$ cat config.mk
export PLATFORM = sky130hd
export DESIGN_NAME = angle_unwrap_velocity_tracker
export DESIGN_NICKNAME = d
export VERILOG_FILES = /design/src/rtl/auvt_pkg.sv /design/src/rtl/angle_unwrap_velocity_tracker.sv /design/src/rtl/auvt_div.sv
export SDC_FILE = /design/constraint.sdc
export NUM_CORES = 2
export LEC_CHECK = 0
export ABC_AREA = 1
export BUFFER_PORTS_ARGS = -buffer_cell sky130_fd_sc_hd__clkbuf_2
export CAP_MARGIN = 20
export CORE_UTILIZATION = 30
export CTS_CLUSTER_SIZE = 20
export DETAILED_ROUTE_END_ITERATION = 16
export PLACE_DENSITY_LB_ADDON = 0.3
export RECOVER_POWER = 50
export SYNTH_ARGS = -nofsm -noshare
export SYNTH_HDL_FRONTEND = slang
export SYNTH_SLANG_ARGS = --single-unit
export TNS_END_PERCENT = 50
$ cat constraint.sdc
create_clock -name clk -period 11.1 [get_ports clk]
set_input_delay 2.22 -clock clk [delete_from_list [all_inputs] [get_ports clk]]
set_output_delay 2.22 -clock clk [all_outputs]
set_load 0.05 [all_outputs]
$ cat src/rtl/auvt_pkg.sv
// ----------------------------------------------------------------------------
// auvt_pkg
// widths, codes and state encoding shared by the angle unwrap tracker
// ----------------------------------------------------------------------------
package auvt_pkg;

  localparam int ANGLE_BITS    = 12;
  localparam int VEL_FRAC_BITS = 8;
  localparam int DELTA_W       = ANGLE_BITS + 1;
  localparam int UNWRAP_W      = 32;
  localparam int VEL_W         = 40;
  localparam int DT_W          = 16;
  localparam int TAU_W         = 24;
  localparam int FAIL_W        = 8;
  localparam int MASK_W        = 8;
  localparam int PERIOD_W      = 16;
  localparam int CFG_IDX_W     = 2;
  localparam int CFG_DATA_W    = 24;

  // filter numerator and divisor
  localparam int NUM_W         = VEL_W + DT_W + 2;
  localparam int DEN_W         = TAU_W + 1;
  localparam int DIV_STEPS     = 2;
  localparam int Q_DIGITS      = NUM_W / DIV_STEPS;
  localparam int DIV_CNT_W     = $clog2(Q_DIGITS);

  // shared multiplier, velocity split into a low and a high half
  localparam int VEL_SPLIT     = 20;
  localparam int MUL_W         = VEL_SPLIT + 1;
  localparam int PROD_W        = 2 * MUL_W;
  localparam logic signed [MUL_W-1:0] US_PER_S = MUL_W'(1000000);

  localparam logic [FAIL_W-1:0] FAIL_SAT = {FAIL_W{1'b1}};

  typedef enum logic [1:0] {
    OP_SAMPLE = 2'd0,
    OP_FAIL   = 2'd1,
    OP_STATUS = 2'd2
  } op_t;

  typedef enum logic [CFG_IDX_W-1:0] {
    CFG_TAU           = 2'd0,
    CFG_MAX_FAILURES  = 2'd1,
    CFG_MAGNET_MASK   = 2'd2,
    CFG_STATUS_PERIOD = 2'd3
  } cfg_idx_t;

  typedef enum logic [3:0] {
    ST_IDLE,
    ST_DELTA,
    ST_MUL_DELTA,
    ST_MUL_LO,
    ST_MUL_HI,
    ST_ACC,
    ST_DIV_LOAD,
    ST_DIV_WAIT,
    ST_SIGN,
    ST_FINISH
  } state_t;

endpackage

$ cat src/rtl/angle_unwrap_velocity_tracker.sv
// ----------------------------------------------------------------------------
// angle_unwrap_velocity_tracker
// flow: a good angle sample goes through the delta, multiply, accumulate,
//   divide, sign and finish states; failure, status and ignored beats go
//   straight to finish; the block takes no beat while an item is in work,
//   and a sample stays in work through the 29 passes of the radix-4 divider
// reset: synchronous rst restores register defaults and clears the tracker state
// ----------------------------------------------------------------------------
module angle_unwrap_velocity_tracker (
  input  logic                                     clk,
  input  logic                                     rst,

  // configuration write channel
  input  logic                                     cfg_valid,
  output logic                                     cfg_ready,
  input  logic [auvt_pkg::CFG_IDX_W-1:0]           cfg_index,
  input  logic [auvt_pkg::CFG_DATA_W-1:0]          cfg_data,

  // input items
  input  logic                                     in_valid,
  output logic                                     in_ready,
  input  logic [1:0]                               operation,
  input  logic [auvt_pkg::ANGLE_BITS-1:0]          raw_angle,
  input  logic [auvt_pkg::DT_W-1:0]                dt_us,
  input  logic [auvt_pkg::MASK_W-1:0]              status_byte,

  // result items
  output logic                                     out_valid,
  input  logic                                     out_ready,
  output logic                                     ok,
  output logic [auvt_pkg::ANGLE_BITS-1:0]          angle_counts,
  output logic signed [auvt_pkg::UNWRAP_W-1:0]     unwrapped_counts,
  output logic signed [auvt_pkg::VEL_W-1:0]        velocity,
  output logic [auvt_pkg::FAIL_W-1:0]              failure_count,
  output logic                                     healthy,
  output logic                                     magnet_ok,
  output logic                                     status_due
);

  localparam int SUM_W = auvt_pkg::NUM_W + 2;

  // --------------------------------------------------------------------------
  // configuration registers
  // --------------------------------------------------------------------------
  logic [auvt_pkg::TAU_W-1:0]    velocity_tau_us;
  logic [auvt_pkg::FAIL_W-1:0]   max_failures;
  logic [auvt_pkg::MASK_W-1:0]   magnet_mask;
  logic [auvt_pkg::PERIOD_W-1:0] status_period;

  // writes are to be made only while idle; the block does not enforce it, and the port is always open
  assign cfg_ready = 1'b1;

  always_ff @(posedge clk) begin
    if (rst) begin
      velocity_tau_us <= auvt_pkg::TAU_W'(20000);
      max_failures    <= auvt_pkg::FAIL_W'(5);
      magnet_mask     <= auvt_pkg::MASK_W'(32);
      status_period   <= auvt_pkg::PERIOD_W'(100);
    end else if (cfg_valid) begin
      unique case (auvt_pkg::cfg_idx_t'(cfg_index))
        auvt_pkg::CFG_TAU: begin
          velocity_tau_us <= cfg_data[auvt_pkg::TAU_W-1:0];
        end
        auvt_pkg::CFG_MAX_FAILURES: begin
          max_failures <= cfg_data[auvt_pkg::FAIL_W-1:0];
        end
        auvt_pkg::CFG_MAGNET_MASK: begin
          magnet_mask <= cfg_data[auvt_pkg::MASK_W-1:0];
        end
        auvt_pkg::CFG_STATUS_PERIOD: begin
          status_period <= cfg_data[auvt_pkg::PERIOD_W-1:0];
        end
        default: begin
        end
      endcase
    end
  end

  // --------------------------------------------------------------------------
  // tracker state
  // --------------------------------------------------------------------------
  logic [auvt_pkg::ANGLE_BITS-1:0]      last_angle;
  logic                                 seen_sample;
  logic [auvt_pkg::UNWRAP_W-1:0]        unwrapped_total;
  logic signed [auvt_pkg::VEL_W-1:0]    velocity_estimate;
  logic [auvt_pkg::FAIL_W-1:0]          fail_count;
  logic [auvt_pkg::PERIOD_W-1:0]        sample_divider;
  logic [auvt_pkg::MASK_W-1:0]          status_copy;
  logic                                 health_flag;

  logic [auvt_pkg::ANGLE_BITS-1:0]      last_angle_next;
  logic                                 seen_sample_next;
  logic [auvt_pkg::UNWRAP_W-1:0]        unwrapped_total_next;
  logic signed [auvt_pkg::VEL_W-1:0]    velocity_estimate_next;
  logic [auvt_pkg::FAIL_W-1:0]          fail_count_next;
  logic [auvt_pkg::PERIOD_W-1:0]        sample_divider_next;
  logic [auvt_pkg::MASK_W-1:0]          status_copy_next;
  logic                                 health_flag_next;
  logic                                 ok_next;
  logic                                 due_next;

  // --------------------------------------------------------------------------
  // captured item and datapath registers
  // --------------------------------------------------------------------------
  auvt_pkg::op_t                        op_q;
  logic [auvt_pkg::ANGLE_BITS-1:0]      raw_q;
  logic [auvt_pkg::DT_W-1:0]            dt_q;
  logic [auvt_pkg::MASK_W-1:0]          sbyte_q;
  logic signed [auvt_pkg::DELTA_W-1:0]  delta_q;
  logic signed [auvt_pkg::PROD_W-1:0]   prod;
  logic signed [auvt_pkg::NUM_W-1:0]    acc;
  logic                                 num_neg;
  logic signed [auvt_pkg::NUM_W:0]      q_signed;
  logic                                 ok_q;
  logic                                 due_q;

  auvt_pkg::state_t                     state;
  auvt_pkg::state_t                     state_next;

  logic                                 in_beat;
  logic                                 finish_fire;
  logic                                 div_start;
  logic                                 div_done;
  logic [auvt_pkg::NUM_W-1:0]           div_quotient;
  logic [auvt_pkg::NUM_W-1:0]           div_dividend;
  logic [auvt_pkg::DEN_W-1:0]           div_divisor;

  assign in_ready    = (state == auvt_pkg::ST_IDLE);
  assign in_beat     = in_valid && in_ready;
  // results land in the output slot only once the previous beat has gone
  assign finish_fire = (state == auvt_pkg::ST_FINISH) && (!out_valid || out_ready);

  // --------------------------------------------------------------------------
  // sequencer
  // --------------------------------------------------------------------------
  always_ff @(posedge clk) begin
    if (rst) begin
      state <= auvt_pkg::ST_IDLE;
    end else begin
      state <= state_next;
    end
  end

  always_comb begin
    state_next = state;
    div_start  = 1'b0;
    unique case (state)
      auvt_pkg::ST_IDLE: begin
        if (in_valid) begin
          // only a good sample needs the filter; the rest go straight to update
          if (operation == auvt_pkg::OP_SAMPLE && dt_us != '0) begin
            state_next = auvt_pkg::ST_DELTA;
          end else begin
            state_next = auvt_pkg::ST_FINISH;
          end
        end
      end
      auvt_pkg::ST_DELTA:     state_next = auvt_pkg::ST_MUL_DELTA;
      auvt_pkg::ST_MUL_DELTA: state_next = auvt_pkg::ST_MUL_LO;
      auvt_pkg::ST_MUL_LO:    state_next = auvt_pkg::ST_MUL_HI;
      auvt_pkg::ST_MUL_HI:    state_next = auvt_pkg::ST_ACC;
      auvt_pkg::ST_ACC:       state_next = auvt_pkg::ST_DIV_LOAD;
      auvt_pkg::ST_DIV_LOAD: begin
        div_start  = 1'b1;
        state_next = auvt_pkg::ST_DIV_WAIT;
      end
      auvt_pkg::ST_DIV_WAIT: begin
        if (div_done) begin
          state_next = auvt_pkg::ST_SIGN;
        end
      end
      auvt_pkg::ST_SIGN:      state_next = auvt_pkg::ST_FINISH;
      auvt_pkg::ST_FINISH: begin
        if (finish_fire) begin
          state_next = auvt_pkg::ST_IDLE;
        end
      end
      default:                state_next = auvt_pkg::ST_IDLE;
    endcase
  end

  // capture the item on its beat
  always_ff @(posedge clk) begin
    if (in_beat) begin
      op_q    <= auvt_pkg::op_t'(operation);
      raw_q   <= raw_angle;
      dt_q    <= dt_us;
      sbyte_q <= status_byte;
    end
  end

  // --------------------------------------------------------------------------
  // angle difference, wrapped into half a turn either way; exactly half a
  // turn is kept as it is; on the first sample the base is the sample itself
  // --------------------------------------------------------------------------
  localparam logic signed [auvt_pkg::DELTA_W:0] ANGLE_HALF =
    (auvt_pkg::DELTA_W + 1)'(2 ** (auvt_pkg::ANGLE_BITS - 1));
  localparam logic signed [auvt_pkg::DELTA_W:0] ANGLE_FULL =
    (auvt_pkg::DELTA_W + 1)'(2 ** auvt_pkg::ANGLE_BITS);

  logic [auvt_pkg::ANGLE_BITS-1:0]      angle_base;
  logic signed [auvt_pkg::DELTA_W:0]    diff_raw;
  logic signed [auvt_pkg::DELTA_W:0]    diff_wrap;

  always_comb begin
    angle_base = seen_sample ? last_angle : raw_q;
    diff_raw   = $signed({2'b00, raw_q}) - $signed({2'b00, angle_base});
    if (diff_raw > ANGLE_HALF) begin
      diff_wrap = diff_raw - ANGLE_FULL;
    end else if (diff_raw < -ANGLE_HALF) begin
      diff_wrap = diff_raw + ANGLE_FULL;
    end else begin
      diff_wrap = diff_raw;
    end
  end

  // --------------------------------------------------------------------------
  // shared multiplier: delta * 1e6, then the two halves of vel * dt
  // --------------------------------------------------------------------------
  logic signed [auvt_pkg::MUL_W-1:0]    mul_a;
  logic signed [auvt_pkg::MUL_W-1:0]    mul_b;
  logic signed [auvt_pkg::PROD_W-1:0]   prod_c;
  logic signed [auvt_pkg::NUM_W-1:0]    prod_ext;

  always_comb begin
    mul_a = '0;
    mul_b = '0;
    unique case (state)
      auvt_pkg::ST_MUL_DELTA: begin
        mul_a = {{(auvt_pkg::MUL_W - auvt_pkg::DELTA_W){delta_q[auvt_pkg::DELTA_W-1]}},
                 delta_q};
        mul_b = auvt_pkg::US_PER_S;
      end
      auvt_pkg::ST_MUL_LO: begin
        mul_a = {1'b0, velocity_estimate[auvt_pkg::VEL_SPLIT-1:0]};
        mul_b = {{(auvt_pkg::MUL_W - auvt_pkg::DT_W){1'b0}}, dt_q};
      end
      auvt_pkg::ST_MUL_HI: begin
        mul_a = {{(auvt_pkg::MUL_W - auvt_pkg::VEL_W + auvt_pkg::VEL_SPLIT)
                  {velocity_estimate[auvt_pkg::VEL_W-1]}},
                 velocity_estimate[auvt_pkg::VEL_W-1:auvt_pkg::VEL_SPLIT]};
        mul_b = {{(auvt_pkg::MUL_W - auvt_pkg::DT_W){1'b0}}, dt_q};
      end
      default: begin
      end
    endcase
  end

  assign prod_c   = mul_a * mul_b;
  assign prod_ext = {{(auvt_pkg::NUM_W - auvt_pkg::PROD_W){prod[auvt_pkg::PROD_W-1]}}, prod};

  // numerator built one partial product per cycle:
  // num = delta * 1e6 * 2^frac - vel_lo * dt - vel_hi * dt * 2^split
  always_ff @(posedge clk) begin
    prod <= prod_c;
    unique case (state)
      auvt_pkg::ST_DELTA:  delta_q <= auvt_pkg::DELTA_W'(diff_wrap);
      auvt_pkg::ST_MUL_LO: acc     <= prod_ext <<< auvt_pkg::VEL_FRAC_BITS;
      auvt_pkg::ST_MUL_HI: acc     <= acc - prod_ext;
      auvt_pkg::ST_ACC:    acc     <= acc - (prod_ext <<< auvt_pkg::VEL_SPLIT);
      auvt_pkg::ST_DIV_LOAD: begin
        num_neg <= acc[auvt_pkg::NUM_W-1];
      end
      auvt_pkg::ST_SIGN: begin
        // divisor is positive, so the quotient takes the numerator's sign
        q_signed <= num_neg ? -$signed({1'b0, div_quotient})
                            :  $signed({1'b0, div_quotient});
      end
      default: begin
      end
    endcase
  end

  // --------------------------------------------------------------------------
  // divide the magnitude by tau + dt
  // --------------------------------------------------------------------------
  assign div_dividend = acc[auvt_pkg::NUM_W-1] ? auvt_pkg::NUM_W'(-acc)
                                               : auvt_pkg::NUM_W'(acc);
  assign div_divisor  = {1'b0, velocity_tau_us}
                      + {{(auvt_pkg::DEN_W - auvt_pkg::DT_W){1'b0}}, dt_q};

  auvt_div u_div (
    .clk      (clk),
    .rst      (rst),
    .start    (div_start),
    .dividend (div_dividend),
    .divisor  (div_divisor),
    .done     (div_done),
    .quotient (div_quotient)
  );

  // --------------------------------------------------------------------------
  // state update for the item in hand
  // --------------------------------------------------------------------------
  localparam int VELW_TOP = auvt_pkg::VEL_W - 1;

  logic signed [SUM_W-1:0]              vel_sum;
  logic [SUM_W-VELW_TOP-1:0]            vel_top;
  logic signed [auvt_pkg::VEL_W-1:0]    vel_sat;
  logic [auvt_pkg::FAIL_W-1:0]          fail_inc;
  logic [auvt_pkg::PERIOD_W-1:0]        divider_inc;
  logic                                 magnet_now;
  logic                                 magnet_byte;

  always_comb begin
    vel_sum = {{(SUM_W - auvt_pkg::VEL_W){velocity_estimate[auvt_pkg::VEL_W-1]}},
               velocity_estimate}
            + {{(SUM_W - auvt_pkg::NUM_W - 1){q_signed[auvt_pkg::NUM_W]}}, q_signed};
    vel_top = vel_sum[SUM_W-1:VELW_TOP];
    // in range only when every bit above the 40-bit sign agrees with it
    if ((&vel_top) || !(|vel_top)) begin
      vel_sat = vel_sum[auvt_pkg::VEL_W-1:0];
    end else if (vel_sum[SUM_W-1]) begin
      vel_sat = {1'b1, {(auvt_pkg::VEL_W - 1){1'b0}}};
    end else begin
      vel_sat = {1'b0, {(auvt_pkg::VEL_W - 1){1'b1}}};
    end
  end

  assign fail_inc    = (fail_count == auvt_pkg::FAIL_SAT) ? fail_count
                                                          : fail_count + auvt_pkg::FAIL_W'(1);
  assign divider_inc = sample_divider + auvt_pkg::PERIOD_W'(1);
  assign magnet_now  = |(status_copy & magnet_mask);
  assign magnet_byte = |(sbyte_q & magnet_mask);

  always_comb begin
    last_angle_next        = last_angle;
    seen_sample_next       = seen_sample;
    unwrapped_total_next   = unwrapped_total;
    velocity_estimate_next = velocity_estimate;
    fail_count_next        = fail_count;
    sample_divider_next    = sample_divider;
    status_copy_next       = status_copy;
    health_flag_next       = health_flag;
    ok_next                = 1'b0;
    due_next               = 1'b0;
    case (op_q)
      auvt_pkg::OP_SAMPLE: begin
        if (dt_q != '0) begin
          last_angle_next        = raw_q;
          seen_sample_next       = 1'b1;
          // first sample loads the count with the angle itself
          unwrapped_total_next   = (seen_sample ? unwrapped_total
                                    : {{(auvt_pkg::UNWRAP_W - auvt_pkg::ANGLE_BITS){1'b0}},
                                       raw_q})
                                 + {{(auvt_pkg::UNWRAP_W - auvt_pkg::DELTA_W)
                                     {delta_q[auvt_pkg::DELTA_W-1]}}, delta_q};
          velocity_estimate_next = vel_sat;
          fail_count_next        = '0;
          if (divider_inc >= status_period) begin
            sample_divider_next = '0;
            due_next            = 1'b1;
          end else begin
            sample_divider_next = divider_inc;
          end
          health_flag_next = magnet_now;
          ok_next          = magnet_now && (max_failures != '0);
        end else begin
          // a zero interval counts as a read failure
          fail_count_next = fail_inc;
          if (fail_inc >= max_failures) begin
            health_flag_next = 1'b0;
          end
        end
      end
      auvt_pkg::OP_FAIL: begin
        fail_count_next = fail_inc;
        if (fail_inc >= max_failures) begin
          health_flag_next = 1'b0;
        end
      end
      auvt_pkg::OP_STATUS: begin
        status_copy_next = sbyte_q;
        health_flag_next = magnet_byte;
        ok_next          = seen_sample && magnet_byte && (fail_count < max_failures);
      end
      default: begin
        // unknown operation leaves everything alone
      end
    endcase
  end

  always_ff @(posedge clk) begin
    if (rst) begin
      last_angle        <= '0;
      seen_sample       <= 1'b0;
      unwrapped_total   <= '0;
      velocity_estimate <= '0;
      fail_count        <= '0;
      sample_divider    <= '0;
      status_copy       <= '0;
      health_flag       <= 1'b0;
      out_valid         <= 1'b0;
      ok_q              <= 1'b0;
      due_q             <= 1'b0;
    end else begin
      if (finish_fire) begin
        last_angle        <= last_angle_next;
        seen_sample       <= seen_sample_next;
        unwrapped_total   <= unwrapped_total_next;
        velocity_estimate <= velocity_estimate_next;
        fail_count        <= fail_count_next;
        sample_divider    <= sample_divider_next;
        status_copy       <= status_copy_next;
        health_flag       <= health_flag_next;
        ok_q              <= ok_next;
        due_q             <= due_next;
        out_valid         <= 1'b1;
      end else if (out_ready) begin
        out_valid <= 1'b0;
      end
    end
  end

  // --------------------------------------------------------------------------
  // result beat: state only moves on a finish, which waits for the slot to
  // empty, so the fields hold while a result is stalled, as long as no
  // register is written
  assign ok               = ok_q;
  assign status_due       = due_q;
  assign angle_counts     = last_angle;
  assign unwrapped_counts = unwrapped_total;
  assign velocity         = velocity_estimate;
  assign failure_count    = fail_count;
  assign healthy          = seen_sample && health_flag && (fail_count < max_failures);
  assign magnet_ok        = magnet_now;

endmodule

$ cat src/rtl/auvt_div.sv
// ----------------------------------------------------------------------------
// auvt_div
// unsigned restoring divider, two quotient bits per cycle
// ----------------------------------------------------------------------------
module auvt_div (
  input  logic                          clk,
  input  logic                          rst,
  input  logic                          start,
  input  logic [auvt_pkg::NUM_W-1:0]    dividend,
  input  logic [auvt_pkg::DEN_W-1:0]    divisor,
  output logic                          done,
  output logic [auvt_pkg::NUM_W-1:0]    quotient
);

  logic                              busy;
  logic [auvt_pkg::DIV_CNT_W-1:0]    cnt;
  logic [auvt_pkg::NUM_W-1:0]        work;
  logic [auvt_pkg::NUM_W-1:0]        work_next;
  logic [auvt_pkg::DEN_W-1:0]        rem;
  logic [auvt_pkg::DEN_W-1:0]        rem_next;
  logic [auvt_pkg::DEN_W-1:0]        dsr;
  logic [auvt_pkg::DEN_W:0]          trial;

  // dividend shifts out at the top, quotient bits shift in at the bottom
  always_comb begin
    work_next = work;
    rem_next  = rem;
    trial     = '0;
    for (int i = 0; i < auvt_pkg::DIV_STEPS; i++) begin
      trial     = {rem_next, work_next[auvt_pkg::NUM_W-1]};
      work_next = {work_next[auvt_pkg::NUM_W-2:0], 1'b0};
      if (trial >= {1'b0, dsr}) begin
        trial        = trial - {1'b0, dsr};
        work_next[0] = 1'b1;
      end
      rem_next = trial[auvt_pkg::DEN_W-1:0];
    end
  end

  always_ff @(posedge clk) begin
    if (rst) begin
      busy <= 1'b0;
      done <= 1'b0;
    end else begin
      done <= 1'b0;
      if (start) begin
        work <= dividend;
        rem  <= '0;
        dsr  <= divisor;
        cnt  <= auvt_pkg::DIV_CNT_W'(auvt_pkg::Q_DIGITS - 1);
        busy <= 1'b1;
      end else if (busy) begin
        work <= work_next;
        rem  <= rem_next;
        if (cnt == '0) begin
          busy <= 1'b0;
          done <= 1'b1;
        end else begin
          cnt <= cnt - auvt_pkg::DIV_CNT_W'(1);
        end
      end
    end
  end

  assign quotient = work;

endmodule

==> summary.md <==
| Metric | Value |
|---|---|
| Crit Path Class | `reg -> reg` |
| Port bufs | `166` |
| Pre-CTS WS | `1.655 ns` |
| Worst r2r src | `state[2]` |
| Internal power | `5.311 mW` |
| Area of the multi-input gates | `36,280 µm²` |
| Total vias in the final route | `50,130` |
| Critical path peak fanout | `24` |
| PD cells | `164.9 nW/µm²` |
| Syn Nets | `8,500` |
| Row cnt | `157` |
| CP startpoint kind | `register` |
| Fin crit period | `9.752 ns` |
| Clock Latency Late Sink | `0.69 ns` |
| First-pass GRT wire length | `301,900 µm` |
| Buf/Inv on CP | `13` |
| Max Cap Viol | `12` |
| RSZ-0062 raised after global routing | `no` |
| Slew HR | `-1.621` |
| Hold Crit Class | `reg -> reg` |
| Gate Count Post-Synth | `7,588` |
| Leak pwr | `29.13 nW` |
| Fin. max-slew vios | `523` |
| HPWL after DPL | `163,600 µm` |
| Vias in the first global route | `50,223` |
| Count leader, synth | `nand2_1` |
| Switching Power | `4.802 mW` |
| Reg-to-Reg End | `prod[38]` |
| Antenna violations before repair | `12` |
| CP Capture Type | `register` |
| CTS buffer count | `66` |
| FF-to-FF setup slack | `1.35 ns` |
| Max Clock Skew | `0.03487 ns` |
| Seq. cell area | `12,970 µm²` |
| CTS Buffer Depth | `3` |
| Most used cell, CP | `inv_1` |
| CTS root buf | `clkbuf_16` |
| Clock Sinks | `507` |
| Hold_sp | `status_period[9]` |
| Post-synth top area cell | `edfxtp_1` |
| WP data required | `11.68 ns` |
| Part of the power in registers | `0.259` |
| Setup_tns | `0 ns` |
| WL final | `195,400 µm` |
| Vias per Instance | `4.891` |
| Synth cell types | `63` |
| Seq/Total Area, Yosys | `0.2341` |
| Clk slew on worst S/H paths | `0.06 ns` |
| Mapped Area | `55,410 µm²` |
| Worst path slowest cell | `clkbuf_1` |
| Fmax | `102.5 MHz` |
| Layout area overhead | `10.70%` |
| Synth top area cells | `edfxtp_1 15%, fa_1 15%, nand2_1 11%` |
| Wire length per cell | `19.06 µm` |
| Average cell area after synthesis | `7.303 µm²` |
| Worst path max stage delay | `1.30 ns` |
| Initial core utilization | `0.3023` |
| Post-synthesis async set-or-reset flop share | `0` |
| Cts hold-fix bufs | `0` |
| IO Pins | `168` |
| WHS Endpoint | `status_period[9]` |
| Final worst-path cycle share | `0.8785` |
| Post-CTS sizing | `0` |
| Logic pwr share | `0.520` |
| H-tree Lvls | `3` |
| Yosys top cell area share | `0.1528` |
| Max VDD drop | `0.1226 mV` |
| Postcts setup bufs | `0` |
| Fraction of layout cells with a size suffix above 1 | `0.06082` |
| DR pass1 iterations | `8` |
| Failing checks | `max-capacitance violations, max-slew violations` |
| Post-synth top flop | `edfxtp_1` |
| Die area | `186,400 µm²` |
| List of most frequent post-synthesis cells | `1,564 x nand2_1, 1,444 x inv_1, 826 x nor2_1` |
| Final worst slack | `1.348 ns` |
| Die H | `431.8 µm` |
| Largest net degree at the start of global routing | `96` |
| Reg2Reg Depth | `33` |
| Crit-path leading delay family | `adder cells` |
| Crit path launch | `state[2]` |
| Fin. Hold Viols | `0` |
| Final setup fails | `0` |
| Clock network fraction of total power | `0.222` |
| Gr usage total | `0.2103` |
| CTS tree | `done` |
| Worst Hold Depth | `2` |
| Outcome | `finished, violations left` |
| Number of synthesized flops with an enable pin | `282` |
| Grt ovf | `0` |
| Worst-Margin Slew | `3.932 ns` |
| Syn. warnings | `0` |
| Core Box Area | `183,300 µm²` |
| Antenna-violating nets left | `0` |
| FF+latch count, synth | `507` |
| Arrival time of the worst setup path | `10.33 ns` |
| Total Nets Final | `8,636` |
| Switching Fraction | `0.4749` |
| FILL cells | `19,578` |
| Final GP Congestion | `0.9500` |
| Iteration-0 DRC count of the detailed router | `3,571` |
| # DRC | `0` |
| Die W | `431.8 µm` |
==> how the worst max path moves through the flow <==
stage,to,cells after the start
2_1_floorplan,u_div.quotient[0],3
4_1_cts,prod[40],32
3_3_place_gp,prod[40],32
6_report,prod[38],33
3_5_place_dp,prod[40],32
5_1_grt,prod[38],33
==> cell type report <==
class	instances	area share
multi-input cells	5443	0.5914
clock inverters	35	0.006792
clock buffers	86	0.02949
well taps	2464	0.05026
diodes	8	0.0003264
repair buffers	227	0.01970
inverters	1479	0.09052
flip-flops and latches	507	0.2115
==> kinds of logic (layout without fill, tap and decap cells) <==
family	Yosys count	count (layout)	synth area share
adder cells (fa/ha/maj)	843	843	0.2475
other	2	10	0.0001355
AND/OR/NAND/NOR	2970	2970	0.2234
AO/OA/AOI/OAI	1306	1306	0.1318
XOR/XNOR	322	322	0.05090
flip-flops	507	507	0.2341
buffers and inverters	1638	1827	0.1121
==> metrics by stage <==
step                      cells  area [µm²]  hold slack, ns  utilization  power (mW)
after global placement    10119       59220          0.4472       0.3231       7.834
final                     10249       61340          0.4637       0.3347       10.11
after global routing      10248       61340          0.4816       0.3347       10.88
after CTS                 10240       61440          0.4645       0.3353       10.15
after detailed placement  10119       59220          0.4555       0.3231       7.824
after floorplan            7588       55410          0.4244            -       6.160
==> worst reg2reg max path: cells and delay by family (launching register included) <==
family	cells	cell delay (ns)
simple gates	10	1.77
buf+inv	13	3.09
flops	1	0.34
fa+ha+maj	8	4.22
xor+xnor	1	0.13
compound gates	1	0.11
==> cell usage in the layout, fill, tap and decap left out, drive strengths merged, types with 47 or more instances in the layout <==
| master | instances |
|---|---|
| xnor2 | 127 |
| dfxtp | 225 |
| ha | 421 |
| nor3 | 75 |
| nor4 | 47 |
| nand4 | 78 |
| nor2 | 871 |
| a31oi | 82 |
| fa | 422 |
| o21ai | 491 |
| inv | 1476 |
| nand2 | 1598 |
| buf | 48 |
| nand3 | 236 |
| clkbuf | 265 |
| xor2 | 195 |
| edfxtp | 282 |
| a21oi | 511 |
==> per-layer routing <==
| metal | vias up | wire, µm | global-route usage |
|---|---|---|---|
| li1 | 24494 | - | - |
| met1 | 24069 | 87100 | 0.2794 |
| met2 | 1267 | 88520 | 0.3386 |
| met3 | 298 | 10190 | 0.02692 |
| met4 | 2 | 9535 | 0.09760 |
| met5 | - | 20 | 0 |
==> power by group through the flow <==
stage	Sequential, mW	Combinational [mW]	Clock, mW
5_1_grt	2.63	5.88	2.36
3_5_place_dp	2.63	5.19	0
3_3_place_gp	2.64	5.20	0
6_report	2.62	5.25	2.24
2_1_floorplan	2.58	3.58	0
4_1_cts	2.60	5.25	2.30
==> state kept, by name, indices dropped and copies added (netlist names), 24 cells and up <==
signal and flops:
u_div.quotient 58, u_div.rem 25, q_signed 59, u_div.dsr 25, velocity_tau_us 24, prod 42, velocity 40, acc 58
unwrapped_counts 32
(Power assumes the default switching activity.)
